### src/rtl/core/rm2q_pkg.sv
// rm2q_pkg: shared constants, branch codes and stage payload types
`timescale 1ns / 1ps
`default_nettype none
package rm2q_pkg;
	localparam int FRAC_BITS = 14;
	localparam int ONE = 1 << FRAC_BITS;
	localparam int ELEM_W = 16;
	// radicand t * 2^(FRAC_BITS-2), t below 2^17, padded to an even width
	localparam int T_W = 17;
	localparam int RAD_W = 30;
	localparam int ROOT_W = RAD_W / 2;
	localparam int REM_W = ROOT_W + 5;
	localparam int D_W = 17;
	localparam int NUM_W = 32;
	localparam int QUO_W = 15;
	localparam int LANES = 3;

	typedef enum logic [1:0] {
		BR_TRACE = 2'd0,
		BR_X     = 2'd1,
		BR_Y     = 2'd2,
		BR_Z     = 2'd3
	} br_t;

	typedef struct packed {
		logic [RAD_W-1:0]           rad;
		logic [REM_W-1:0]           rem;
		logic [ROOT_W-1:0]          root;
		logic [LANES-1:0][D_W-1:0]  d;
		br_t                        br;
	} sqrt_t;

	typedef struct packed {
		logic [LANES-1:0][NUM_W-1:0] r;
		logic [LANES-1:0][QUO_W-1:0] quo;
		logic [LANES-1:0]            ovf;
		logic [LANES-1:0]            neg;
		logic [ROOT_W-1:0]           q;
		br_t                         br;
	} div_t;

	typedef struct packed {
		logic [ELEM_W-1:0] x;
		logic [ELEM_W-1:0] y;
		logic [ELEM_W-1:0] z;
		logic [ELEM_W-1:0] w;
		br_t               br;
	} quat_t;
endpackage
`default_nettype wire

### src/rtl/core/rm2q_root.sv
// rm2q_root: pipelined restoring square root, one root bit per stage
`timescale 1ns / 1ps
`default_nettype none
module rm2q_root import rm2q_pkg::*; (
	input  wire logic  clk,
	input  wire logic  arst_n,
	input  wire logic  en,
	input  wire logic  in_valid,
	input  wire sqrt_t in_data,
	output logic       out_valid,
	output sqrt_t      out_data
);
	logic  vld_s [ROOT_W];
	sqrt_t stg_s [ROOT_W];

	for (genvar k = 0; k < ROOT_W; k++) begin : g_step
		logic  v_in;
		sqrt_t p, n;
		logic [REM_W-1:0] acc, trial;
		assign v_in = (k == 0) ? in_valid : vld_s[(k == 0) ? 0 : k-1];
		assign p    = (k == 0) ? in_data  : stg_s[(k == 0) ? 0 : k-1];
		always_comb begin
			n = p;
			acc   = {p.rem[REM_W-3:0], p.rad[RAD_W-1 -: 2]};
			trial = {{(REM_W-ROOT_W-2){1'b0}}, p.root, 2'b01};
			n.rad = {p.rad[RAD_W-3:0], 2'b00};
			if (acc >= trial) begin
				n.rem  = acc - trial;
				n.root = {p.root[ROOT_W-2:0], 1'b1};
			end else begin
				n.rem  = acc;
				n.root = {p.root[ROOT_W-2:0], 1'b0};
			end
		end
		always_ff @(posedge clk or negedge arst_n) begin
			if (!arst_n) vld_s[k] <= 1'b0;
			else if (en) vld_s[k] <= v_in;
		end
		always_ff @(posedge clk) begin
			if (en) stg_s[k] <= n;
		end
	end

	assign out_valid = vld_s[ROOT_W-1];
	assign out_data  = stg_s[ROOT_W-1];
endmodule
`default_nettype wire

### config.mk
export PLATFORM = sky130hd
export DESIGN_NAME = rm2q_root
export DESIGN_NICKNAME = d
export VERILOG_FILES = /design/src/rtl/core/rm2q_pkg.sv /design/src/rtl/core/rm2q_root.sv
export SDC_FILE = /design/constraint.sdc
export NUM_CORES = 2
export LEC_CHECK = 0
export BUFFER_PORTS_ARGS = -buffer_cell sky130_fd_sc_hd__buf_2
export CORE_ASPECT_RATIO = 0.5
export CORE_MARGIN = 10
export CORE_UTILIZATION = 45
export CTS_BUF_LIST = sky130_fd_sc_hd__clkbuf_16
export CTS_CLUSTER_DIAMETER = 50
export DETAILED_ROUTE_END_ITERATION = 10
export PLACE_DENSITY_LB_ADDON = 0.15
export SYNTH_ARGS = -nofsm -noshare
export SYNTH_HDL_FRONTEND = slang
export SYNTH_SLANG_ARGS = --single-unit
### constraint.sdc
create_clock -name clk -period 3.15 [get_ports clk]
set_input_delay 0.63 -clock clk [delete_from_list [all_inputs] [get_ports clk]]
set_output_delay 0.63 -clock clk [all_outputs]
set_load 0.005 [all_outputs]
# After elaboration in Yosys (flattened, before gate mapping)
# Memory sizes are Yosys's and may differ from the RTL's.
# Index checks and enable logic that the tools add are counted.
dict set report word_totals {
  ff_bits 15
  latch_bits 0
  mem_bits_rw 1740
  romBits 0
  out_inout_bits 119
  mem_count 1
}
dict set report classes {
  addsub 15
  n_mul 0
  n_div 0
  n_lt_le_gt_ge 15
  n_eq_ne 0
  n_shift 0
  n_mux 17
  bitwise 0
  reduce_logical 0
}
# name words width rd rd_clocked_by_memory_dff write_ports line
set memory_table {}
lappend memory_table {stg_s 15 116 15 0 15 rm2q_root.sv:14} ;# sqrt_t stg_s [ROOT_W];
# op count
set ops {}
lappend ops {{35-bit two-way mux} 15}
lappend ops {{20-bit by 17-bit greater-or-equal comparator with 1-bit output} 15}
lappend ops {{20-bit by 17-bit subtractor with 20-bit output} 15}
lappend ops {{1-bit two-way mux} 2}

# Depth between registers and ports, before layout
# An unclocked memory read counts as a cell.
dict set report depth {
  depth_word 3
  ltp_mapped 12
}

# Least setup slack after synthesis
# Ideal clock, no wire load.
dict set report synth_path {
  kind {input -> register}
  start {input in_data[60] (netlist name)}
  end {memory stg_s[0][75] (netlist name), data pin}
  setup_ns 0.260
  arrival_time_ns 2.378
  setup_slack_ns 0.512
  stages 8
  n_path_buf 1
  cell_sequence {inv_1 ha_1 a21oi_1 o21ai_0 a221oi_1 o21ai_0 clkbuf_1 mux2_2}
}
# item line
set synth_rtl {}
lappend synth_rtl {{from (decl)} rm2q_root.sv:9} ;# input wire sqrt_t in_data,
lappend synth_rtl {{to (decl)} rm2q_root.sv:14}

==> results.json <==
{
  "placed_cells": 6091,
  "required_ns": 3.64,
  "totalWireLength_um": 102000,
  "maxSlewViolCount": 0,
  "whs_ns": 0.0697,
  "synthCells": 4051,
  "arrival_ns": 3.47,
  "startpoint_type": "flip-flop",
  "mappedNetlistArea_um2": 61700,
  "drt_first_pass_iters": 7,
  "grtUsageTotal_pct": 13.3,
  "synth_top_family_by_area": "compound AO/OA/AOI/OAI gates",
  "gp_congestion": 0.928,
  "path_max_fanout": 17,
  "muxShareOfSynthArea_pct": 1.64,
  "synth_cell_types": 83,
  "final_layout_size_suffix_gt1_share_pct": 13.3,
  "grt.overflow.total": 0,
  "num_vias": 32559,
  "power_mw": 59.1,
  "numCtsBuffers": 140,
  "finalClockSkew_ns": 0.0342,
  "port_buffers": 208,
  "ir_drop_uv": 528,
  "maxCapViolations": 0,
  "finalCritPeriodShare_pct": 94.5,
  "finalNetCount": 4883,
  "antenna_cells": 0,
  "clk_pin_slew_ns": 0.06,
  "synth_seq_cells": 1517,
  "clkLatencyLatePin_ns": 0.76,
  "synth_top_flop_cell": "edfxtp_1",
  "power_frac_clock_pct": 27.2,
  "switchingPower_mw": 17.6,
  "synth_xor_xnor_area_share_pct": 3.12,
  "antenna_found_initial": 0,
  "syn_to_final_growth_pct": 14.6,
  "cts_sinks": 1517,
  "p_int_mw": 41.5,
  "rows": 95,
  "fmax_mhz": 336,
  "dp_hpwl_um": 70600,
  "status": "finished, final reports clean",
  "synth.avg_cell_area_um2": 15.2,
  "async_reset_ff_share_pct": 0.989,
  "final_common_cell": "edfxtp_1",
  "synth-edff-count": 1502,
  "io_pins": 241,
  "viasPerCell": 5.08,
  "instances_no_fill": 6403,
  "crit_type": "reg -> reg",
  "clk_path_buf_depth": 3,
  "cts_root_buf": "clkbuf_16",
  "drt_iter0_drc": 1804,
  "final_hold_viol_count": 0,
  "tightest_slew_ns": 0.690,
  "synth-adder-area-share_pct": 5.17,
  "drc": 0,
  "combPwrFrac_pct": 26.4,
  "setup_tns_ns": 0,
  "setup_viol": 0,
  "utilization_pct": 52.3,
  "grt_max_degree": 100,
  "grt_pass1_vias": 33363,
  "swShare_pct": 29.7,
  "die_w_um": 544,
  "routedWlPerCell_um": 16.0,
  "rsz0062_at_grt": "false",
  "ant_nets": 0,
  "synth_compound_area_share_pct": 8.23,
  "worst_setup_path_end_kind": "flip-flop",
  "ys_warn_count": 0,
  "grt_pass1_wl_um": 169000,
  "seqPwrFrac_pct": 46.4,
  "max_slew_margin_pct": 53.6,
  "power_density_nw_per_um2": 835,
  "die_h_um": 282,
  "yosys.area_share.simple_pct": 5.25,
  "tritoncts": "yes",
  "coreArea_um2": 135000,
  "dieArea_um2": 153000,
  "min_period_ns": 2.98,
  "cts.htree.levels": 4,
  "yosysSeqAreaShare_pct": 73.7,
  "p_leak_nw": 26.6,
  "start_util_pct": 45.6,
  "min_path_type": "in -> reg",
  "layout_common_cells": "1,502 x edfxtp_1, 357 x inv_1, 287 x a21oi_1"
}
final timing paths:
check / from / depth (start not counted) / slack, ns / endpoint
setup reg to reg: stg_s[1][312] / 6 / 0.17 / stg_s[1][424]
min in group asynchronous: arst_n / 2 / 0.32 / g_step[12].v_in
setup / recovery: stg_s[1][312] / 6 / 0.17 / stg_s[1][424]
hold / removal: in_data[114] / 1 / 0.07 / stg_s[0][114]
max in group asynchronous: arst_n / 2 / 2.57 / g_step[5].v_in
hold reg to reg: stg_s[0][584] / 0 / 0.39 / stg_s[0][700]
power groups by stage:
stage          registers (mW)  clock network, mW  logic [mW]
2_1_floorplan            27.3                  0        11.5
4_1_cts                  27.4               16.7        15.6
5_1_grt                  27.7               17.6        17.5
3_5_place_dp             27.8                  0        15.4
3_3_place_gp             27.8                  0        15.1
6_report                 27.4               16.1        15.6
synth_stat cells (7+ instances only):
| cell | n | area (um^2) |
|---|---|---|
| nand4_1 | 36 | 225 |
| nor2_1 | 199 | 747 |
| and3_1 | 12 | 75.1 |
| nand2_1 | 253 | 950 |
| a211oi_1 | 22 | 165 |
| a21oi_1 | 288 | 1440 |
| o31a_1 | 10 | 87.6 |
| xor2_1 | 86 | 753 |
| a31oi_1 | 25 | 156 |
| edfxtp_1 | 1502 | 45100 |
| inv_1 | 330 | 1240 |
| dfrtp_1 | 15 | 375 |
| mux2_2 | 77 | 867 |
| clkbuf_1 | 35 | 131 |
| o21bai_1 | 17 | 128 |
| buf_4 | 33 | 248 |
| nand3_1 | 41 | 205 |
| a21o_1 | 47 | 353 |
| o211ai_1 | 18 | 135 |
| o21ai_0 | 249 | 1250 |
| or3_1 | 10 | 62.6 |
| buf_2 | 22 | 110 |
| and4_1 | 7 | 61.3 |
| nor3_1 | 46 | 230 |
| xnor2_1 | 134 | 1170 |
| nor2b_1 | 23 | 144 |
| or4_1 | 12 | 90.1 |
| mux2i_1 | 7 | 70.1 |
| nor4_1 | 11 | 68.8 |
| a221oi_1 | 15 | 131 |
| a311oi_1 | 7 | 61.3 |
| o31ai_1 | 14 | 105 |
| nand2b_1 | 42 | 263 |
| ha_1 | 255 | 3190 |
| o21a_1 | 30 | 225 |
per-layer routing:
| metal | global-route usage (%) | up-vias | routed length, um |
|---|---|---|---|
| met4 | 4.52 | 0 | 2750 |
| met1 | 16.4 | 15688 | 44300 |
| li1 | - | 16029 | - |
| met3 | 2.95 | 227 | 4580 |
| met2 | 23.1 | 615 | 50700 |
| met5 | 0 | - | 0 |
cell families (layout without fill, tap and decap cells):
group	count (synthesis)	in the layout
muxes	89	89
xor gates and xnor gates	220	220
and+or+nand+nor	708	708
adders and majority gates	255	255
DFF	1517	1517
buffers and inverters	424	953
AOI/OAI and AO/OA	837	837
other	1	30
critical path, cell delays in order (launching register included):
cell	delay [ns]
edfxtp_1	0.39
ha_1	0.41
nand4_1	0.15
or4_1	0.64
nor3b_2	0.22
o21ai_4	0.49
mux2_2	0.41
metrics by stage:
stage          worst slack (ns)  instance area, um^2
2_1_floorplan             0.512                61800
3_3_place_gp              0.143                65600
3_5_place_dp              0.106                65600
4_1_cts                  0.0886                70700
5_1_grt                  0.0174                70700
6_report                  0.172                70700
registers in the layout, summed over array words and instances, names as in the netlist:
name and cells:
g_step.v_in 14, stg_s 1502, out_valid 1
cell type report:
class	count	area [um^2]
multi-input combinational	2139	14600
inverter	330	1240
sequential	1517	45500
timing repair buffer	378	2780
clock inverter	104	858
clock buffer	141	3530
tap	1794	2240
fill	11057	64600
timing repair:
item | CTS | global route
hold buffers | 67 | 0
buffers inserted | 0 | 0
setup endpoints to repair | 0 | 5
hold endpoints to repair | 81 | 0
gates resized for setup | 0 | 2
Note: power is estimated with default switching activity, not from simulation.
