### src/rtl/core/rm2q_pkg.sv
// rm2q_pkg: shared constants, branch codes and stage payload types
`timescale 1ns / 1ps
`default_nettype none
package rm2q_pkg;
	localparam int FRAC_BITS = 14;
	localparam int ONE = 1 << FRAC_BITS;
	localparam int ELEM_W = 16;
	// radicand t * 2^(FRAC_BITS-2), t below 2^17, padded to an even width
	localparam int T_W = 17;
	localparam int RAD_W = 30;
	localparam int ROOT_W = RAD_W / 2;
	localparam int REM_W = ROOT_W + 5;
	localparam int D_W = 17;
	localparam int NUM_W = 32;
	localparam int QUO_W = 15;
	localparam int LANES = 3;

	typedef enum logic [1:0] {
		BR_TRACE = 2'd0,
		BR_X     = 2'd1,
		BR_Y     = 2'd2,
		BR_Z     = 2'd3
	} br_t;

	typedef struct packed {
		logic [RAD_W-1:0]           rad;
		logic [REM_W-1:0]           rem;
		logic [ROOT_W-1:0]          root;
		logic [LANES-1:0][D_W-1:0]  d;
		br_t                        br;
	} sqrt_t;

	typedef struct packed {
		logic [LANES-1:0][NUM_W-1:0] r;
		logic [LANES-1:0][QUO_W-1:0] quo;
		logic [LANES-1:0]            ovf;
		logic [LANES-1:0]            neg;
		logic [ROOT_W-1:0]           q;
		br_t                         br;
	} div_t;

	typedef struct packed {
		logic [ELEM_W-1:0] x;
		logic [ELEM_W-1:0] y;
		logic [ELEM_W-1:0] z;
		logic [ELEM_W-1:0] w;
		br_t               br;
	} quat_t;
endpackage
`default_nettype wire

### src/rtl/core/rm2q_divide.sv
// rm2q_divide: three-lane pipelined restoring divider by 4*q with rounding offset
`timescale 1ns / 1ps
`default_nettype none
module rm2q_divide import rm2q_pkg::*; (
	input  wire logic  clk,
	input  wire logic  arst_n,
	input  wire logic  en,
	input  wire logic  in_valid,
	input  wire sqrt_t in_data,
	output logic       out_valid,
	output div_t       out_data
);
	logic vld_s1;
	div_t prep_s1;
	div_t nprep;
	logic vld_s [QUO_W];
	div_t stg_s [QUO_W];

	// numerator |d|*ONE + den/2, overflow once the quotient reaches 2^QUO_W
	always_comb begin
		logic signed [D_W-1:0] ds;
		logic [D_W-1:0] mag;
		logic [NUM_W-1:0] num, lim;
		nprep.q  = in_data.root;
		nprep.br = in_data.br;
		lim = NUM_W'({in_data.root, 2'b00}) << QUO_W;
		for (int l = 0; l < LANES; l++) begin
			ds  = $signed(in_data.d[l]);
			mag = ds[D_W-1] ? D_W'(-ds) : D_W'(ds);
			num = (NUM_W'(mag) << FRAC_BITS) + NUM_W'({in_data.root, 1'b0});
			nprep.neg[l] = ds[D_W-1];
			nprep.ovf[l] = num >= lim;
			nprep.r[l]   = num;
			nprep.quo[l] = '0;
		end
	end

	always_ff @(posedge clk or negedge arst_n) begin
		if (!arst_n) vld_s1 <= 1'b0;
		else if (en) vld_s1 <= in_valid;
	end
	always_ff @(posedge clk) begin
		if (en) prep_s1 <= nprep;
	end

	for (genvar k = 0; k < QUO_W; k++) begin : g_step
		logic v_in;
		div_t p, n;
		assign v_in = (k == 0) ? vld_s1  : vld_s[(k == 0) ? 0 : k-1];
		assign p    = (k == 0) ? prep_s1 : stg_s[(k == 0) ? 0 : k-1];
		always_comb begin
			logic [NUM_W-1:0] sub;
			n = p;
			sub = NUM_W'({p.q, 2'b00}) << (QUO_W-1-k);
			for (int l = 0; l < LANES; l++) begin
				if (p.r[l] >= sub) begin
					n.r[l]   = p.r[l] - sub;
					n.quo[l] = {p.quo[l][QUO_W-2:0], 1'b1};
				end else begin
					n.quo[l] = {p.quo[l][QUO_W-2:0], 1'b0};
				end
			end
		end
		always_ff @(posedge clk or negedge arst_n) begin
			if (!arst_n) vld_s[k] <= 1'b0;
			else if (en) vld_s[k] <= v_in;
		end
		always_ff @(posedge clk) begin
			if (en) stg_s[k] <= n;
		end
	end

	assign out_valid = vld_s[QUO_W-1];
	assign out_data  = stg_s[QUO_W-1];
endmodule
`default_nettype wire

### config.mk
export PLATFORM = sky130hd
export DESIGN_NAME = rm2q_divide
export DESIGN_NICKNAME = d
export VERILOG_FILES = /design/src/rtl/core/rm2q_pkg.sv /design/src/rtl/core/rm2q_divide.sv
export SDC_FILE = /design/constraint.sdc
export NUM_CORES = 2
export LEC_CHECK = 0
export ABC_CLOCK_PERIOD_IN_PS = 4500
export BUFFER_PORTS_ARGS = -buffer_cell sky130_fd_sc_hd__buf_2
export CELL_PAD_IN_SITES_DETAIL_PLACEMENT = 1
export CELL_PAD_IN_SITES_GLOBAL_PLACEMENT = 2
export CORE_MARGIN = 2
export CORE_UTILIZATION = 44
export CTS_CLUSTER_SIZE = 25
export DETAILED_ROUTE_END_ITERATION = 7
export GPL_ROUTABILITY_DRIVEN = 1
export PLACE_DENSITY = 0.84
export SLEW_MARGIN = 20
export SYNTH_ARGS = -nofsm -noshare
export SYNTH_HDL_FRONTEND = slang
export SYNTH_SLANG_ARGS = --single-unit
export TNS_END_PERCENT = 100
### constraint.sdc
create_clock -name clk -period 4.5 [get_ports clk]
set_input_delay 0.225 -clock clk [delete_from_list [all_inputs] [get_ports clk]]
set_output_delay 0.225 -clock clk [all_outputs]
set_load 0.02 [all_outputs]
# After elaboration in Yosys (flattened, before gate mapping)
# Memories as Yosys holds them, arrays and structs flattened.
# Cells that the tools add are included.
totals:
  out_inout_bits: 165
  n_memories: 1
  ramBits: 2460
  input_bits: 122
  regBits: 135
  wordCells: 218
op_classes:
  muxes: 95
  add_sub_neg: 51
  magnitude_cmp: 48
memory_table:
  columns: ["memory", "words", "width", "rd", "rd_ports_with_merged_regs", "wr", "line", "rtl"]
  rows:
  - ["stg_s", 15, 164, 15, 0, 15, "rm2q_divide.sv:17", "div_t stg_s [QUO_W];"]
op_table:
  columns: ["op", "count"]
  rows:
  - ["$mux 32", 45]
  - ["$add 31x16->32", 3]
  - ["$ge 32x17->1", 3]
  - ["$ge 32x18->1", 3]
  - ["$ge 32x19->1", 3]
  - ["$ge 32x20->1", 3]
  - ["$ge 32x21->1", 3]
  - ["$ge 32x22->1", 3]
  - ["$ge 32x23->1", 3]
  - ["$ge 32x24->1", 3]
  - ["$ge 32x25->1", 3]
  - ["$ge 32x26->1", 3]
  - ["$ge 32x27->1", 3]
  - ["$ge 32x28->1", 3]
  - ["$ge 32x29->1", 3]
  - ["$ge 32x30->1", 3]
  - ["$ge 32x31->1", 3]
  - ["$ge 32x32->1", 3]
  - ["$sub 32x17->32", 3]
  - ["$sub 32x18->32", 3]
  - ["$sub 32x19->32", 3]
  - ["$sub 32x20->32", 3]
  - ["$sub 32x21->32", 3]
  - ["$sub 32x22->32", 3]
  - ["12 further kinds", 80]

# Longest topological paths before layout
logic_depth:
  word_depth: 4
  depth_mapped: 21
  mapped_depth_nobuf: 20

# Worst setup path after synthesis
# Ideal clock, no wire load.
synth_path:
  kind: "input to register"
  start: "input port in_data[52] (netlist bit)"
  end: "register prep_s1 (netlist bit g_step[0].n[22]), data pin"
  setup_time_ps: 265
  t_arrival_ps: 3920
  stages: 20
  path_slack_ps: 315
  n_path_buf: 3
  required_ps: 4235
  path_cell_list: "clkbuf_1 -> clkbuf_1 -> clkbuf_1 -> o21ai_0 -> ha_1 -> a21oi_1 -> nor4_1 -> nand2_1 -> nor3_1 -> nand2_1 -> a21oi_1 -> ha_1 -> a21o_1 -> a21oi_1 -> nor2b_1 -> o21ai_0 -> nand2b_1 -> a21oi_1 -> o21ai_0 -> or3_1"
synth_lines:
  columns: ["item", "line", "rtl"]
  rows:
  - ["from (decl)", "rm2q_divide.sv:9", "input wire sqrt_t in_data,"]
  - ["to (signal assigned)", "rm2q_divide.sv:43", "if (en) prep_s1 <= nprep;"]
  - ["to (decl)", "rm2q_divide.sv:14", "div_t prep_s1;"]

==> results.toml <==
[layout]
fillers = 25200
area_growth_pct = 13.3
final_cells = 13200
layout-drive-gt1-share_pct = 10.3
nets = 10800

[clocking]
clkSinkCount = 1842
clk_root_buffer_cell = "clkbuf_16"
clock_tree.htree_level_count = 4
cts_tree = "built"
clockBufferDepth = 3
post_cts_resize_count = 0
cts_made_buffers = 203
path_clk_slew_ns = 0.06
post_cts_buffers = 0
insertion_delay_ns = 0.92

[timing]
fin_crit_ns = 4.11
skew_ns = 0.0863
fmax_mhz = 244
hold_viol = 0
final.setup.worst_slack_ns = 0.394
relSlewSlack_pct = 29.1
tightest_slew_ns = 1.04
final-setup-viol-count = 0
finalCritPeriodShare_pct = 91.2
fin_tns_setup_ns = 0
rsz0062_at_grt = "no"
finalHoldWorstSlack_ns = 0.100
slew_violations = 0

[synth]
syn_inst = 9370
yosys.area.top_type = "edfxtp_1"
synth_seq_cells = 1842
synthArstFlopShare_pct = 0.869
netlist_top_cells_count = "edfxtp_1, nor2_1, ha_1"
synth-edff-count = 1826
synth_top_area_share_pct = 51.9
ys.warnings.count = 0
ys_types = 106
yosysMostFrequentCell = "edfxtp_1"
syn_area_per_cell_um2 = 11.3
synth_flop_cell = "edfxtp_1"
ys_top_cells_by_area = "edfxtp_1, ha_1, xnor2_1"
ys_seq_area_share_pct = 52.2
netlist_area_um2 = 106000

[worst_setup_path]
cp.arrival_ns = 4.70
cp_max_fo = 5
cp-start-kind = "primary input"
crit_required_ns = 5.09
crit_type = "in -> reg"
end_kind = "flop"

[route]
drcViolationCount = 0
final_antenna_net_count = 0
firstDrtPassIters = 5
routed_wl_um = 312000
wl_per_cell_um = 23.5
vias_per_cell = 5.71
num_vias = 75600
drtIter0Drc = 4528

[pwr]
p_per_area_nw_per_um2 = 613
ir_worst_vdd_v = 0.000393
p_leak_uw = 0.0449

[die]
ios = 287
dieArea_um2 = 244000
core_um2 = 239000
die_w_um = 494
rows = 179
die_h_um = 494
initial_utilization_pct = 44.3

[place]
place_ws_ns = 0.187
dpl.hpwl_um = 247000
gp_congestion = 0.947
place_inst = 12800
port_buffers = 233

[global_routing]
grt_usage_pct = 25.1
grt_pass1_wl_um = 474000
antenna_found_initial = 5
grt_pass1_vias = 79500
grt_remaining_overflow = 0
grt_max_degree = 123

[flow_run]
drv_cap = 0

[run_status]
run_status = "finished, final reports clean"

[worst_hold_path]
hold_class = "in -> reg"
## power breakdown
| group | internal (uW) | switching (uW) | leakage, uW | total (uW) |
|---|---|---|---|---|
| Sequential | 24900 | 3560 | 0.0177 | 28500 |
| Clock | 10200 | 7340 | 0.00343 | 17500 |
| Combinational | 11500 | 15900 | 0.0238 | 27500 |
| Total | 46600 | 26800 | 0.0449 | 73500 |
## critical path: stages
cell and delay (ns):
dlygate4sd3_1 0.55, buf_2 0.15, inv_1 0.06, ha_1 0.17
or3b_1 0.46, a21bo_2 0.28, a2111oi_2 0.36, o21ai_0 0.24
or2_2 0.35, nand2b_1 0.22, xor2_1 0.25, ha_1 0.29
a21o_1 0.17, a21o_1 0.17, a21o_1 0.18, a21oi_1 0.17
nor2_1 0.07, a211oi_1 0.21, o31ai_1 0.11
## final timing paths
path | start | to | slack [ns] | cells after the start
max in group asynchronous | arst_n | g_step[0].v_in | 3.55 | 3
setup reg to reg | stg_s[1][628] | stg_s[1][807] | 0.52 | 11
setup / recovery | in_data[2] | g_step[0].n[20] | 0.39 | 19
min in group asynchronous | arst_n | g_step[4].v_in | 0.47 | 3
hold / removal | in_data[1] | g_step[0].n[1] | 0.10 | 2
hold reg to reg | stg_s[1][711] | stg_s[1][876] | 0.37 | 0
## kinds of logic (layout without fill, tap and decap cells)
logic type | after synthesis | count (layout) | synth area share, %
multiplexers | 205 | 205 | 2.16
AND/OR/NAND/NOR | 2819 | 2819 | 13.4
flip-flops | 1842 | 1842 | 52.2
adder cells (fa/ha/maj) | 754 | 754 | 9.26
AO/OA/AOI/OAI | 2223 | 2223 | 13.3
XOR/XNOR | 863 | 863 | 7.15
buffers and inverters | 663 | 1347 | 2.46
other | 1 | 14 | 0.00355
## placed cells by master (no fill, tap or decap), drive strengths merged, types with 96 or more instances in the layout
master / Yosys / layout
a21o: 196 / 196
a21oi: 680 / 680
buf: 48 / 394
clkbuf: 134 / 238
clkinv: 3 / 96
edfxtp: 1826 / 1826
ha: 706 / 706
inv: 478 / 482
mux2: 189 / 189
nand2: 641 / 641
nand2b: 148 / 148
nand3: 180 / 180
nand4: 113 / 113
nor2: 744 / 744
nor2b: 133 / 133
nor3: 256 / 256
nor4: 123 / 123
o21a: 167 / 167
o21ai: 530 / 530
or3: 104 / 104
xnor2: 464 / 464
xor2: 399 / 399
## area by class of cell
cell class / count / area [um2] / area share (%)
flip-flops and latches: 1842 / 55200 / 46.1
multi-input cells: 6873 / 48000 / 40.1
clock buffers: 238 / 5360 / 4.47
well taps: 3167 / 3960 / 3.31
repair buffers: 483 / 3570 / 2.98
clock inverters: 145 / 1820 / 1.52
inverters: 481 / 1810 / 1.51
diodes: 5 / 12.5 / 0.0104
## per-layer routing
layer | vias up | share of wire (%) | routed length [um] | GRT usage (%)
met4 | 0 | 4.7 | 14500 | 11.0
met5 | - | 0 | 0 | 0
li1 | 36200 | - | - | -
met3 | 532 | 2.9 | 9060 | 2.44
met2 | 1304 | 51 | 158000 | 45.4
met1 | 37600 | 42 | 130000 | 30.4
## registers in the layout (all words and copies together), names as in the netlist
register,flops
stg_s,1749
g_step.$12.sub,15
g_step.v_in,15
g_step.n,8
g_step.p,54
out_valid,1
## through the flow
step                      area, um2  utilization [%]  total power, uW
after floorplan              106000                -            46900
after global placement       112000             46.8            54900
after detailed placement     112000             46.8            55900
after CTS                    120000             50.2            73900
after global routing         120000             50.2            77800
final                        120000             50.2            73500
## timing repair
item,in CTS,in global routing
hold buffers,89,0
endpoints found under the setup margin,0,0
hold endpoints to repair,141,0
No activity file was read; power rests on OpenSTA's default activity.
