### config.mk
export PLATFORM = sky130hd
export DESIGN_NAME = rm2q_back
export DESIGN_NICKNAME = d
export VERILOG_FILES = /design/src/rtl/core/rm2q_pkg.sv /design/src/rtl/core/rm2q_back.sv
export SDC_FILE = /design/constraint.sdc
export NUM_CORES = 1
export LEC_CHECK = 0
export BUFFER_PORTS_ARGS = -buffer_cell sky130_fd_sc_hd__buf_2
export CAP_MARGIN = 40
export CORE_AREA = 2 2 108 110
export DETAILED_ROUTE_END_ITERATION = 7
export DIE_AREA = 0 0 110 112
export PLACE_DENSITY_LB_ADDON = 0.1
export SYNTH_ARGS = -nofsm -noshare
export SYNTH_HDL_FRONTEND = slang
export SYNTH_SLANG_ARGS = --single-unit
export TNS_END_PERCENT = 10
### constraint.sdc
create_clock -name clk -period 0.8 [get_ports clk]
set_clock_uncertainty 0.1 [all_clocks]
set_input_delay 0.04 -clock clk [delete_from_list [all_inputs] [get_ports clk]]
set_output_delay 0.04 -clock clk [all_outputs]
set_load 0.01 [all_outputs]
### src/rtl/core/rm2q_pkg.sv
// rm2q_pkg: shared constants, branch codes and stage payload types
`timescale 1ns / 1ps
`default_nettype none
package rm2q_pkg;
	localparam int FRAC_BITS = 14;
	localparam int ONE = 1 << FRAC_BITS;
	localparam int ELEM_W = 16;
	// radicand t * 2^(FRAC_BITS-2), t below 2^17, padded to an even width
	localparam int T_W = 17;
	localparam int RAD_W = 30;
	localparam int ROOT_W = RAD_W / 2;
	localparam int REM_W = ROOT_W + 5;
	localparam int D_W = 17;
	localparam int NUM_W = 32;
	localparam int QUO_W = 15;
	localparam int LANES = 3;

	typedef enum logic [1:0] {
		BR_TRACE = 2'd0,
		BR_X     = 2'd1,
		BR_Y     = 2'd2,
		BR_Z     = 2'd3
	} br_t;

	typedef struct packed {
		logic [RAD_W-1:0]           rad;
		logic [REM_W-1:0]           rem;
		logic [ROOT_W-1:0]          root;
		logic [LANES-1:0][D_W-1:0]  d;
		br_t                        br;
	} sqrt_t;

	typedef struct packed {
		logic [LANES-1:0][NUM_W-1:0] r;
		logic [LANES-1:0][QUO_W-1:0] quo;
		logic [LANES-1:0]            ovf;
		logic [LANES-1:0]            neg;
		logic [ROOT_W-1:0]           q;
		br_t                         br;
	} div_t;

	typedef struct packed {
		logic [ELEM_W-1:0] x;
		logic [ELEM_W-1:0] y;
		logic [ELEM_W-1:0] z;
		logic [ELEM_W-1:0] w;
		br_t               br;
	} quat_t;
endpackage
`default_nettype wire

### src/rtl/core/rm2q_back.sv
// rm2q_back: sign, saturation and component placement into the output register
`timescale 1ns / 1ps
`default_nettype none
module rm2q_back import rm2q_pkg::*; (
	input  wire logic clk,
	input  wire logic arst_n,
	input  wire logic en,
	input  wire logic in_valid,
	input  wire div_t in_data,
	output logic      out_valid,
	output quat_t     out_q
);
	logic [ELEM_W-1:0] lane [LANES];
	logic [ELEM_W-1:0] rootc;
	quat_t nxt;

	always_comb begin
		logic [ELEM_W-1:0] mag;
		for (int l = 0; l < LANES; l++) begin
			if (in_data.ovf[l] || in_data.quo[l] > QUO_W'(ONE)) mag = ELEM_W'(ONE);
			else mag = ELEM_W'(in_data.quo[l]);
			// zero root leaves the divided components at zero
			if (in_data.q == '0) lane[l] = '0;
			else lane[l] = in_data.neg[l] ? ELEM_W'(-mag) : mag;
		end
		rootc = (in_data.q > ROOT_W'(ONE)) ? ELEM_W'(ONE) : ELEM_W'(in_data.q);
		nxt.br = in_data.br;
		unique case (in_data.br)
			BR_TRACE: begin nxt.w = rootc;   nxt.x = lane[0]; nxt.y = lane[1]; nxt.z = lane[2]; end
			BR_X:     begin nxt.w = lane[0]; nxt.x = rootc;   nxt.y = lane[1]; nxt.z = lane[2]; end
			BR_Y:     begin nxt.w = lane[0]; nxt.x = lane[1]; nxt.y = rootc;   nxt.z = lane[2]; end
			default:  begin nxt.w = lane[0]; nxt.x = lane[1]; nxt.y = lane[2]; nxt.z = rootc;   end
		endcase
	end

	always_ff @(posedge clk or negedge arst_n) begin
		if (!arst_n) out_valid <= 1'b0;
		else if (en) out_valid <= in_valid;
	end
	always_ff @(posedge clk) begin
		if (en) out_q <= nxt;
	end
endmodule
`default_nettype wire

==> Yosys cells after proc, flatten, opt, wreduce, memory -nomap -nowiden <==
Index checks and enable logic that the tools add are counted.
{ "op_classes": {"reduce_logical": 5, "n_eq_ne": 2, "n_addsub": 3, "order_cmp": 4, "n_mux": 11} }
{ "op_table": {"columns": ["operator", "n"], "rows": [
  ["$pmux 64 s3", 1],
  ["$mux 16", 6],
  ["$gt 15x15->1 const B", 4],
  ["$mux 15", 4],
  ["$neg 16->16", 3],
  ["$logic_not 15->1", 1],
  ["$logic_or 1x1->1", 3],
  ["$eq 2x1->1 const B", 1],
  ["$eq 2x2->1 const B", 1],
  ["$logic_not 2->1", 1]
]} }
{ "totals": {"word_cells": 31, "ff_bits": 67} }

==> Depth between registers and ports, before layout <==
{ "logic_depth": {"ltp_word": 7, "mapped_depth": 12, "ltp_nobuf": 11} }

==> Worst setup path after synthesis <==
No wires, ideal clock.
{ "synth_timing": {"path_type": "input-to-reg", "start": "input in_data[40] (netlist bit)", "end": "register out_q[60] (netlist bit), data pin", "required_time_ns": 0.430, "path_stages": 12, "arrival_ns": 2.363, "slack_ns": -1.934, "setup_ns": 0.270, "path_cell_list": "nor4_1 > nand4_1 > a21oi_1 > nand2_1 > ha_1 > or3b_2 > or4_1 > clkbuf_1 > o41a_1 > and3_1 > a21oi_1 > a21oi_1"} }
{ "synth_rtl": {"columns": ["element", "line", "rtl"], "rows": [
  ["start, declared", "rm2q_back.sv:9", "input wire div_t in_data,"],
  ["end signal, assigned", "rm2q_back.sv:41", "if (en) out_q <= nxt;"],
  ["end, declared", "rm2q_back.sv:11", "output quat_t out_q"]
]} }

==> impl_summary.md <==
Power and ir drop
Dividing total power by cell area gives a power density of 1430 nW/µm². Combinational logic is responsible for 30.2% of the overall power. The share of total power dissipated in the clock network is around 32%. The net switching power is approximately 0.0035 W. The highest ir drop seen on vdd is 1.23 mV. Summed over all cells, the static leakage comes to 3.37 nW.

The internal portion of the total power is 0.00807 W. The share of total power in sequential cells is 37.7%. The switching power share of the total is around 30%.

Place
The post-detailed-placement half-perimeter wirelength is 14300 µm. The routability congestion estimate from global placement is 0.930. Buffers placed on the I/O ports in this run total 138.

STA
The slack of the critical path is -1490 ps. The final hold violation count was 1. At the pin with the least slew margin, the transition time is 495 ps. The max-slew headroom at the worst pin is 66.1%. Setup violations remaining at the end of the flow were counted as between 100 and 150.

The final critical path takes up 287% of the cycle. The timing-limited maximum frequency is ~440 MHz. After layout, the minimum clock period comes to 2290 ps. The total count of max-transition violations in the final report was 0. Setup repair after global routing could not meet its margin everywhere. On the final layout, the worst hold slack is -142 ps.

Drt
The pre-antenna-repair detailed-routing pass consisted of 5 iterations. For this run, design rule violations remaining after detail routing come to 0. The total vias in the final route is 5524.

Dividing the detail-routed via count by the number of cells gives 5.79. The average routed wire per standard cell is slightly above 20 µm. The post-route antenna net violation count is 0.

The number of DRC violations after detailed-routing iteration 0 is 463. The final layout contains routed wiring with a total length of 19400 µm.

Global route
The initial antenna violation count is 0. The via count of the first global-routing pass is 5269. The remaining global-route overflow is 0. Entering global routing, the biggest net connects 59 pins. In the global route stage, overall resource usage came out at a little under a third.

The wire length of the first global-routing pass is roughly 29000 µm.

Synth
After synthesis, flip-flops and latches occupy 44.1% of the total area. The adder-cell share of the synthesized area is 0.824%. The distinct cell type count of the synthesized netlist is 65. The net count of the mapped netlist is ~670. The synthesized cell area is between 4000 and 5000 µm².

By area the synthesized netlist is led by sky130_fd_sc_hd__edfxtp_1 44%, sky130_fd_sc_hd__nand2_1 5.3%, sky130_fd_sc_hd__o21ai_0 4.8%, sky130_fd_sc_hd__a21oi_1 4.4%, sky130_fd_sc_hd__xor2_1 2.9%. The flip-flop and latch count after synthesis is 67. Summing the areas of all compound-gate instances in the mapped netlist gives 26.3% of the synthesized area. The area fraction of the dominant cell type after synthesis is between 40% and 50%.

The post-synthesis cell count is 501. The synthesized area divided by synthesized cell count is 9.09 µm². In the synthesized netlist, mux cells make up 1.59% of the area. The synthesized netlist devotes 20.1% of its cell area to simple gates. The dominant combinational cell family by area after synthesis is compound AO/OA/AOI/OAI gates.

The count of yosys warnings during synthesis is 0. The number of flops mapped to enable cells by yosys is 66. In the synthesized netlist the dominant register cell turns out to be sky130_fd_sc_hd__edfxtp_1. Of all cell types, the one taking the most synthesized area is sky130_fd_sc_hd__edfxtp_1. The proportion of synthesized flip-flops having asynchronous set or reset is 1.49%.

The share of the synthesized netlist area taken by xor and xnor gates is 3.85%.

CTS
Counting along the longest clock path gives a buffer depth of 2. TritonCTS built the clock tree. After clock tree synthesis, the clock-pin slew on the worst setup and hold paths is 60 ps. The root buffer selected by CTS is sky130_fd_sc_hd__clkbuf_16.

The insertion delay of the later-clocked pin in the worst-skew pair is about 330 ps. For this design, the CTS-stage hold fixing added 2 buffers. The H-tree depth is 3. The number of clock buffers added by TritonCTS is 9.

The clock net in this run drives a total of 67 sinks.

Final layout
The count of nets after finishing is 977. The layout filler cell count is 838. The area added between synthesis and finish is 77.6%. The proportion of layout cells with a drive suffix above 1 is 58.2%. The number of antenna cells inserted is 0. Measured on the finished design, the core utilization comes to 72.4%.

Setup path
The worst register-to-register path begins at out_valid. The start-to-end type of the worst setup path is input port to register. In this run the critical register-to-register path is captured at out_valid. The count of cells along the worst register-to-register path is 1. Data on the critical path is required at its endpoint by 770 ps. The worst setup path is captured at a register. Data on the critical path arrives at its endpoint at 2260 ps. The type of origin of the critical path is an input port.

The highest fanout seen on the critical path is 3. The reg2reg setup slack is -60 ps.

Worst hold path
The worst hold path class is input port to register. The start point of the worst hold path is in_valid. Along the worst hold path, the cell count comes to 2.

The end point of the most critical hold path is out_valid.

Job
The max-capacitance violation count is 0.

Outcome
The checks that failed: negative hold slack, negative setup slack. The run finished, with violations left.

Die
The initial standard-cell utilization of the core is 40.8%. The die covers ~12000 µm². The overall die height is 112 µm. The number of top-level pins is 235. The x dimension of the die is 110 µm.

The floorplan row count is 39. The floorplan step defined a core boundary enclosing 11200 µm².
==> state kept, by name (all words and copies together) (netlist names) <==
| signal | count |
|---|---|
| out_q | 66 |
| out_valid | 1 |
==> per-stage QoR <==
| stage | worst slack [ps] | instances | cell area (µm²) | TNS, ps | total power, W |
|---|---|---|---|---|---|
| global route | -1570 | 954 | 8090 | -80630 | 0.0120 |
| global placement | -1800 | 926 | 6760 | -100520 | 0.00726 |
| floorplan | -1720 | 501 | 4610 | -73170 | 0.00557 |
| finish | -1490 | 954 | 8090 | -74850 | 0.0116 |
| CTS | -1430 | 953 | 7850 | -73060 | 0.0114 |
| detailed placement | -1870 | 926 | 6760 | -102390 | 0.00730 |
==> what timing repair did <==
action                                  in CTS  in global routing
endpoints found under the setup margin     132                132
pin swaps                                   61                 28
hold endpoints to repair                     2                  1
gates resized for setup                    163                 48
setup buffers                               10                  3
==> worst max path at each step <==
stage                startpoint  cells past startpoint        end  slack (ps)
floorplan           in_data[41]                     12  out_q[60]       -1720
detailed placement  in_data[41]                     12  out_q[60]       -1870
CTS                 in_data[41]                     12  out_q[60]       -1430
global route        in_data[39]                     12  out_q[60]       -1570
finish              in_data[42]                     12  out_q[60]       -1490
global placement    in_data[41]                     12  out_q[60]       -1800
==> worst max-delay path: stages <==
cell,delay [ps]
sky130_fd_sc_hd__buf_6,80
sky130_fd_sc_hd__nor3_4,40
sky130_fd_sc_hd__nand4_1,140
sky130_fd_sc_hd__a21oi_2,90
sky130_fd_sc_hd__nand2_1,80
sky130_fd_sc_hd__ha_2,180
sky130_fd_sc_hd__or3b_4,380
sky130_fd_sc_hd__or4_4,450
sky130_fd_sc_hd__o41a_1,370
sky130_fd_sc_hd__and3_4,210
sky130_fd_sc_hd__a21oi_4,120
sky130_fd_sc_hd__a21oi_1,90
==> cell type report <==
type	count	area, µm²	share of cell area [%]
well taps	143	179	2.21
clock buffers	11	243	3.00
repair buffers	327	2420	30.0
inverters	6	22.5	0.279
flip-flops and latches	67	2010	24.8
multi-input cells	395	3170	39.3
clock inverters	5	37.5	0.464
==> placed cells by master (no fill, tap or decap), drive strengths merged, types with 8 or more instances in the layout <==
| cell | synthesis | routed |
|---|---|---|
| o22ai | 19 | 19 |
| or2 | 10 | 10 |
| nor2 | 34 | 34 |
| o21ai | 44 | 44 |
| or4 | 8 | 8 |
| nor4 | 10 | 10 |
| nor3 | 12 | 12 |
| a31oi | 9 | 9 |
| o31ai | 11 | 11 |
| nand3 | 14 | 14 |
| clkbuf | 30 | 11 |
| edfxtp | 66 | 66 |
| nand2 | 64 | 64 |
| a21oi | 40 | 40 |
| buf | 3 | 325 |
| xor2 | 15 | 15 |
==> metal layers <==
| layer | vias up | GRT usage (%) | part of all wire, % |
|---|---|---|---|
| met5 | - | 0 | 0 |
| met4 | 0 | 8.27 | 1.8 |
| met3 | 30 | 4.57 | 7.0 |
| met2 | 270 | 50.3 | 49 |
| met1 | 2665 | 43.2 | 43 |
| li1 | 2559 | - | - |
==> logic make-up after synthesis <==
group | count (synthesis)
AO/OA/AOI/OAI | 180
XOR/XNOR | 20
adder cells (fa/ha/maj) | 3
buffers and inverters | 39
flip-flops | 67
multiplexers | 7
AND/OR/NAND/NOR | 185
==> power groups by stage <==
| stage | Clock (W) | Sequential [W] | Combinational (W) |
|---|---|---|---|
| 4_1_cts | 0.00373 | 0.00436 | 0.00330 |
| 6_report | 0.00370 | 0.00436 | 0.00349 |
| 5_1_grt | 0.00389 | 0.00438 | 0.00372 |
| 3_5_place_dp | 0 | 0.00443 | 0.00287 |
| 2_1_floorplan | 0 | 0.00459 | 0.000979 |
| 3_3_place_gp | 0 | 0.00442 | 0.00284 |
==> synth_stat cells (5+ instances only) <==
| cell type | n |
|---|---|
| sky130_fd_sc_hd__o41ai_1 | 6 |
| sky130_fd_sc_hd__o22ai_1 | 19 |
| sky130_fd_sc_hd__o31ai_1 | 10 |
| sky130_fd_sc_hd__nor3_1 | 12 |
| sky130_fd_sc_hd__a31oi_1 | 9 |
| sky130_fd_sc_hd__or2_2 | 10 |
| sky130_fd_sc_hd__mux2i_1 | 5 |
| sky130_fd_sc_hd__nand3_1 | 14 |
| sky130_fd_sc_hd__xor2_1 | 15 |
| sky130_fd_sc_hd__clkbuf_1 | 30 |
| sky130_fd_sc_hd__xnor2_1 | 5 |
| sky130_fd_sc_hd__nor2_1 | 33 |
| sky130_fd_sc_hd__o21ai_0 | 44 |
| sky130_fd_sc_hd__or4_1 | 7 |
| sky130_fd_sc_hd__inv_1 | 6 |
| sky130_fd_sc_hd__nor4_1 | 9 |
| sky130_fd_sc_hd__a21oi_1 | 40 |
| sky130_fd_sc_hd__nand4_1 | 7 |
| sky130_fd_sc_hd__or3_1 | 7 |
| sky130_fd_sc_hd__edfxtp_1 | 66 |
| sky130_fd_sc_hd__nand2_1 | 64 |
Power figures use the tool's default switching activity.
