--- config.mk ---
export PLATFORM = sky130hd
export DESIGN_NAME = rm2q_front
export DESIGN_NICKNAME = d
export VERILOG_FILES = /design/src/rtl/core/rm2q_pkg.sv /design/src/rtl/core/rm2q_front.sv
export SDC_FILE = /design/constraint.sdc
export NUM_CORES = 1
export LEC_CHECK = 0
export BUFFER_PORTS_ARGS = -buffer_cell sky130_fd_sc_hd__buf_2
export CAP_MARGIN = 5
export CORE_MARGIN = 5
export CORE_UTILIZATION = 59
export CTS_BUF_LIST = sky130_fd_sc_hd__clkbuf_16
export DETAILED_ROUTE_END_ITERATION = 6
export GPL_ROUTABILITY_DRIVEN = 1
export PLACE_DENSITY = 0.93
export SETUP_SLACK_MARGIN = 0.1
export SLEW_MARGIN = 20
export SYNTH_ARGS = -nofsm -noshare
export SYNTH_HDL_FRONTEND = slang
export SYNTH_SLANG_ARGS = --single-unit
--- constraint.sdc ---
create_clock -name clk -period 0.9 [get_ports clk]
set_input_delay 0 -clock clk [delete_from_list [all_inputs] [get_ports clk]]
set_output_delay 0 -clock clk [all_outputs]
set_load 0.05 [all_outputs]
--- src/rtl/core/rm2q_pkg.sv ---
// rm2q_pkg: shared constants, branch codes and stage payload types
`timescale 1ns / 1ps
`default_nettype none
package rm2q_pkg;
	localparam int FRAC_BITS = 14;
	localparam int ONE = 1 << FRAC_BITS;
	localparam int ELEM_W = 16;
	// radicand t * 2^(FRAC_BITS-2), t below 2^17, padded to an even width
	localparam int T_W = 17;
	localparam int RAD_W = 30;
	localparam int ROOT_W = RAD_W / 2;
	localparam int REM_W = ROOT_W + 5;
	localparam int D_W = 17;
	localparam int NUM_W = 32;
	localparam int QUO_W = 15;
	localparam int LANES = 3;

	typedef enum logic [1:0] {
		BR_TRACE = 2'd0,
		BR_X     = 2'd1,
		BR_Y     = 2'd2,
		BR_Z     = 2'd3
	} br_t;

	typedef struct packed {
		logic [RAD_W-1:0]           rad;
		logic [REM_W-1:0]           rem;
		logic [ROOT_W-1:0]          root;
		logic [LANES-1:0][D_W-1:0]  d;
		br_t                        br;
	} sqrt_t;

	typedef struct packed {
		logic [LANES-1:0][NUM_W-1:0] r;
		logic [LANES-1:0][QUO_W-1:0] quo;
		logic [LANES-1:0]            ovf;
		logic [LANES-1:0]            neg;
		logic [ROOT_W-1:0]           q;
		br_t                         br;
	} div_t;

	typedef struct packed {
		logic [ELEM_W-1:0] x;
		logic [ELEM_W-1:0] y;
		logic [ELEM_W-1:0] z;
		logic [ELEM_W-1:0] w;
		br_t               br;
	} quat_t;
endpackage
`default_nettype wire

--- src/rtl/core/rm2q_front.sv ---
// rm2q_front: trace test, branch pick, radicand and off-diagonal terms
`timescale 1ns / 1ps
`default_nettype none
module rm2q_front import rm2q_pkg::*; (
	input  wire logic              clk,
	input  wire logic              arst_n,
	input  wire logic              en,
	input  wire logic              in_valid,
	input  wire logic [ELEM_W-1:0] m00, m01, m02, m10, m11, m12, m20, m21, m22,
	output logic                   out_valid,
	output sqrt_t                  out_s1
);
	logic signed [18:0] a00, a01, a02, a10, a11, a12, a20, a21, a22;
	logic signed [18:0] trace, t;
	logic signed [18:0] one_x;
	br_t br;
	logic [LANES-1:0][D_W-1:0] d;
	logic [T_W-1:0] t_clamp;
	sqrt_t nxt;

	always_comb begin
		a00 = 19'($signed(m00)); a01 = 19'($signed(m01)); a02 = 19'($signed(m02));
		a10 = 19'($signed(m10)); a11 = 19'($signed(m11)); a12 = 19'($signed(m12));
		a20 = 19'($signed(m20)); a21 = 19'($signed(m21)); a22 = 19'($signed(m22));
		one_x = 19'(ONE);
		trace = a00 + a11 + a22;
		if (trace > 0) br = BR_TRACE;
		else if (a00 > a11 && a00 > a22) br = BR_X;
		else if (a11 > a22) br = BR_Y;
		else br = BR_Z;
		unique case (br)
			BR_TRACE: begin
				t = one_x + trace;
				d[0] = D_W'(a21 - a12); d[1] = D_W'(a02 - a20); d[2] = D_W'(a10 - a01);
			end
			BR_X: begin
				t = one_x + a00 - a11 - a22;
				d[0] = D_W'(a21 - a12); d[1] = D_W'(a01 + a10); d[2] = D_W'(a02 + a20);
			end
			BR_Y: begin
				t = one_x + a11 - a00 - a22;
				d[0] = D_W'(a02 - a20); d[1] = D_W'(a01 + a10); d[2] = D_W'(a12 + a21);
			end
			default: begin
				t = one_x + a22 - a00 - a11;
				d[0] = D_W'(a10 - a01); d[1] = D_W'(a02 + a20); d[2] = D_W'(a12 + a21);
			end
		endcase
		// a matrix that is not a rotation can give a negative radicand
		t_clamp = t[18] ? '0 : t[T_W-1:0];
		nxt.rad  = {{(RAD_W-T_W-FRAC_BITS+2){1'b0}}, t_clamp, {(FRAC_BITS-2){1'b0}}};
		nxt.rem  = '0;
		nxt.root = '0;
		nxt.d    = d;
		nxt.br   = br;
	end

	always_ff @(posedge clk or negedge arst_n) begin
		if (!arst_n) out_valid <= 1'b0;
		else if (en) out_valid <= in_valid;
	end

	always_ff @(posedge clk) begin
		if (en) out_s1 <= nxt;
	end
endmodule
`default_nettype wire

==> results.sh, run 1 <==
export IMPL_outcome="stopped before the end"
export IMPL_flow_stopped_at="global routing"
export IMPL_firstError="[ERROR GRT-0116] Global routing finished with congestion. Check the congestion regions in the DRC Viewer."
export IMPL_synth_edf_count=70
export IMPL_port_buffers=218
export IMPL_gp_congestion=1.02
export IMPL_grt_pass1_wl_mm=160
export IMPL_cts_root_buf="clkbuf_16"
export IMPL_fp_dieH_um=168
export IMPL_cts_made_buffers=9
export IMPL_htreeDepth=3
export IMPL_grt_ovfl_total=126
export IMPL_io_pin_count=267
export IMPL_grt_usage_pct=74.3
export IMPL_syn_area_per_cell_um2=8.54
export IMPL_cts_path_max_buffers=2
export IMPL_ys_seq_elements=71
export IMPL_numClockSinks=71
export IMPL_syn_cell_area_um2=14800
export IMPL_synth_warnings=0
export IMPL_start_util_pct=59.3
export IMPL_synth_cell_types=71
export IMPL_ys_seq_area_share_pct=14.4
export IMPL_netlist_instances=1732
export IMPL_async_reset_ff_share_pct=1.41
export IMPL_dp_hpwl_mm=54.6
export IMPL_rows=58
export IMPL_die_w_um=168
export IMPL_yosys_most_used_dff="edfxtp_1"
export IMPL_grt_max_degree=29
export IMPL_grt_pass1_vias=24100
-- timing repair --
item                                   4_1_cts
gates resized for setup                    255
gates cloned                                 6
pin swaps                                   32
setup endpoints to repair                  141
endpoints found under the hold margin        2
setup buffers                               20
hold buffers                                 3
-- cell usage after synthesis, drive strengths merged (10+ instances only) --
| cell | n | area share [%] |
|---|---|---|
| a21oi | 131 | 4.5 |
| edfxtp | 70 | 14 |
| o211ai | 15 | 0.76 |
| o21bai | 14 | 0.71 |
| o21ai | 93 | 3.1 |
| and3 | 10 | 0.42 |
| clkbuf | 39 | 0.99 |
| xor2 | 25 | 1.5 |
| xnor2 | 92 | 5.4 |
| o31ai | 14 | 0.71 |
| nand2b | 25 | 1.1 |
| nand2 | 114 | 2.9 |
| nand3 | 16 | 0.54 |
| inv | 183 | 4.6 |
| nor4 | 13 | 0.65 |
| a31oi | 16 | 0.68 |
| ha | 300 | 25 |
| mux2i | 21 | 1.4 |
| a211oi | 30 | 1.5 |
| nor2 | 127 | 3.2 |
| nor2b | 26 | 1.1 |
| a21o | 26 | 1.3 |
| nor3 | 48 | 1.6 |
| fa | 79 | 11 |
| buf | 60 | 2.8 |
| or3 | 17 | 0.72 |
| o21a | 14 | 0.71 |
-- metal layers --
layer,track usage [%],GRT overflow
met1,71.4,3
met2,88.4,57
met3,64.3,2
met4,76.5,64
met5,31.3,0
-- logic make-up after synthesis --
kind of cell    count (synthesis)  share of synthesized area [%]
simple gates                  425                           13.7
buf+inv                       283                           8.51
flops                          71                           14.4
other cells                     1                         0.0253
mux                            26                           1.80
fa+ha+maj                     379                           36.1
xor+xnor                      117                           6.92
compound gates                430                           18.7
-- stage by stage --
stage	hold slack, ns	instance area (um^2)	worst slack [ns]	utilization [%]	instances
3_5_place_dp	-0.219	20200	-4.61	81.0	2777
2_1_floorplan	-0.296	15100	-3.97	-	1779
4_1_cts	0.0118	21700	-4.31	87.0	2822
3_3_place_gp	-0.224	20200	-4.21	81.0	2777
==> inputs of run 2 (changes only) <==
--- a/config.mk
+++ b/config.mk
@@ -8,12 +8,10 @@
 export BUFFER_PORTS_ARGS = -buffer_cell sky130_fd_sc_hd__buf_2
 export CAP_MARGIN = 5
 export CORE_MARGIN = 5
-export CORE_UTILIZATION = 59
-export CTS_BUF_LIST = sky130_fd_sc_hd__clkbuf_16
+export CORE_UTILIZATION = 40
 export DETAILED_ROUTE_END_ITERATION = 6
 export GPL_ROUTABILITY_DRIVEN = 1
-export PLACE_DENSITY = 0.93
-export SETUP_SLACK_MARGIN = 0.1
+export PLACE_DENSITY_LB_ADDON = 0.15
 export SLEW_MARGIN = 20
 export SYNTH_ARGS = -nofsm -noshare
 export SYNTH_HDL_FRONTEND = slang
==> run 2 against run 1 <==
Area after synthesis unchanged. Synthesized cell count stayed put. The flow now finishes, with violations (setup timing).
==> results.sh, run 2 <==
export IMPL_outcome="finished with violations"
export IMPL_violations="setup timing"
export IMPL_worstPathRequired_ns=0.99
export IMPL_final_common_cell="buf_4"
export IMPL_setup_slack_ns=-4.02
export IMPL_start_util_pct=40.4
export IMPL_async_reset_ff_share_pct=1.41
export IMPL_pre_cts_slack_ns=-4.48
export IMPL_rows=70
export IMPL_worstMarginPinSlew_ns=0.885
export IMPL_synth_edf_count=70
export IMPL_netlist_instances=1732
export IMPL_vias_per_cell=5.00
export IMPL_antenna_found_initial=1
export IMPL_min_path_type="in -> reg"
export IMPL_gp_congestion=0.940
export IMPL_fp_dieH_um=202
export IMPL_worst_setup_path_type="in -> reg"
export IMPL_cts_tree="built"
export IMPL_synth_top_area_share_pct=25.4
export IMPL_die_area_um2=40900
export IMPL_p_per_area_nw_per_um2=1720
export IMPL_grt_ovfl_total=0
export IMPL_synth_most_common_cell="ha_1"
export IMPL_yosys_top_cells_area="ha_1, edfxtp_1, fa_1"
export IMPL_drc=0
export IMPL_cp_start_kind="input pin"
export IMPL_period_minus_slack_ns=4.92
export IMPL_largest_register="out_s1"
export IMPL_path_max_fanout=6
export IMPL_initialDrtViolationCount=723
export IMPL_setup_viol=133
export IMPL_cts_made_buffers=9
export IMPL_end_kind="flop"
export IMPL_crit_slowest_cell="fa_1"
export IMPL_min_from="en"
export IMPL_cts_path_max_buffers=2
export IMPL_path_cells="buf_6 -> fa_1 -> ha_2 -> fa_2 -> a21o_1 -> a311oi_2 -> o31a_1 -> a21oi_2 -> a31o_2 -> xnor2_2 -> ha_2 -> or4b_1 -> or4_4 -> nor4_4 -> nand4_1 -> nor4_4 -> buf_4 -> buf_6 -> nand2b_4 -> bufbuf_16 -> buf_4 -> a211oi_1"
export IMPL_fin_util_pct=59.9
export IMPL_maxSlewHeadroom_pct=40.2
export IMPL_insertion_delay_ns=0.35
export IMPL_final_cell_mix="buf_4, ha_1, inv_1, buf_2, nor2_1"
export IMPL_fin_crit_sh_pct=547
export IMPL_ys_seq_area_share_pct=14.4
export IMPL_yosys_area_top_type="ha_1"
export IMPL_slew_viol_final=0
export IMPL_synthTopCellsByCount="ha_1, inv_1, a21oi_1"
export IMPL_final_hold_violation_count=0
export IMPL_num_nets_final=3039
export IMPL_grt_pass1_wl_mm=80.5
export IMPL_r2r_start="out_valid"
export IMPL_first_pass_iters=5
export IMPL_vdd_drop_max_uv=1080
export IMPL_synth_cell_types=71
export IMPL_drv_cap=0
export IMPL_ys_seq_elements=71
export IMPL_rsz0062_at_grt="yes"
export IMPL_cp_slowest_stage_delay_ns=0.47
export IMPL_wl_per_cell_um=17.4
export IMPL_reg_top3="out_s1 (70), out_valid (1)"
export IMPL_io_pin_count=267
export IMPL_crit_arrival_ns=5.01
export IMPL_port_buffers=218
export IMPL_cts_root_buf="clkbuf_16"
export IMPL_htreeDepth=3
export IMPL_vias=14900
export IMPL_p_leak_nw=11.2
export IMPL_drt_total_wl_mm=52.1
export IMPL_path_clk_slew_ns=0.06
export IMPL_max_freq_mhz=203
export IMPL_largest_reg_flops=70
export IMPL_coreArea_um2=36600
export IMPL_grt_usage_pct=24.6
export IMPL_numClockSinks=71
export IMPL_yosys_most_used_dff="edfxtp_1"
export IMPL_grt_max_degree=28
export IMPL_dp_hpwl_mm=44.5
export IMPL_area_delta_synth_final_pct=48.2
export IMPL_startpoint="m00[1]"
export IMPL_die_w_um=202
export IMPL_grt_pass1_vias=15400
export IMPL_power_total_mw=37.8
export IMPL_layout_drive_gt1_share_pct=35.5
export IMPL_skew_ns=0
export IMPL_syn_cell_area_um2=14800
export IMPL_ant_nets=0
export IMPL_synth_warnings=0
export IMPL_nFillCells=3286
export IMPL_syn_area_per_cell_um2=8.54
## run 2: report_power, final
group	leakage (nW)	internal (mW)	switching, mW
combinational	10.3	12.8	14.9
clock	0.163	2.69	1.51
sequential	0.694	5.03	0.857
## run 2: path summary, 6_finish.rpt
kind / to / slack, ns / cells after the start
max: out_s1[104] / -4.02 / 22
min: out_s1[19] / 0.02 / 1
max reg2reg: out_valid / 0.10 / 1
min reg2reg: out_valid / 0.56 / 1
max in group asynchronous: out_valid / 0.27 / 3
min in group asynchronous: out_valid / 0.51 / 3
## run 2: worst max-delay path, delay by kind of cell
kind / cells / cell delay [ns]
and+or+nand+nor: 6 / 1.66
buffers and inverters: 5 / 0.76
adders and majority gates: 4 / 1.26
xor gates and xnor gates: 1 / 0.18
AOI/OAI and AO/OA: 6 / 1.15
## run 2: per-layer routing
metal,wire [um],share of wire (%),vias up,GRT usage [%]
li1,-,-,7460,-
met1,23400,45,7027,32.5
met2,25000,48,380,42.7
met3,2460,4.7,55,2.78
met4,1260,2.4,0,6.62
met5,0,0,-,0
## run 2: area by class of cell
type	instances	area (um^2)	area share [%]
Inverter	184	691	3.15
Tap cell	468	586	2.67
Sequential cell	71	2130	9.71
Antenna cell	1	2.50	0.0114
Timing Repair Buffer	820	6360	29.0
Multi-Input combinational cell	1426	11800	53.9
Clock buffer	9	225	1.03
Clock inverter	7	110	0.502
## run 2: timing repair
action	CTS	global route
hold endpoints to repair	2	0
endpoints found under the setup margin	141	140
pin swaps	22	6
buffers inserted	17	6
gates resized for setup	197	9
cloned	7	0
hold buffers	3	0
## run 2: kinds of logic (layout without fill, tap and decap cells)
kind of cell / Yosys count / after routing / synth area share, %
other: 1 / 49 / 0.0253
buffers and inverters: 283 / 1020 / 8.51
multiplexers: 26 / 26 / 1.80
adder cells (fa/ha/maj): 379 / 379 / 36.1
flip-flops: 71 / 71 / 14.4
AO/OA/AOI/OAI: 430 / 431 / 18.7
AND/OR/NAND/NOR: 425 / 425 / 13.7
XOR/XNOR: 117 / 117 / 6.92
## run 2: through the flow
step                cells  setup TNS [ns]  cell area [um^2]  hold WS, ns
floorplan            1779         -266.39             15100       -0.296
finish               2986         -275.78             21900       0.0154
detailed placement   2936         -303.27             20500       -0.224
global placement     2936         -296.64             20500       -0.224
CTS                  2979         -273.35             21800     0.000640
global route         2986         -296.08             21900       0.0123
Power figures use the tool's default switching activity.
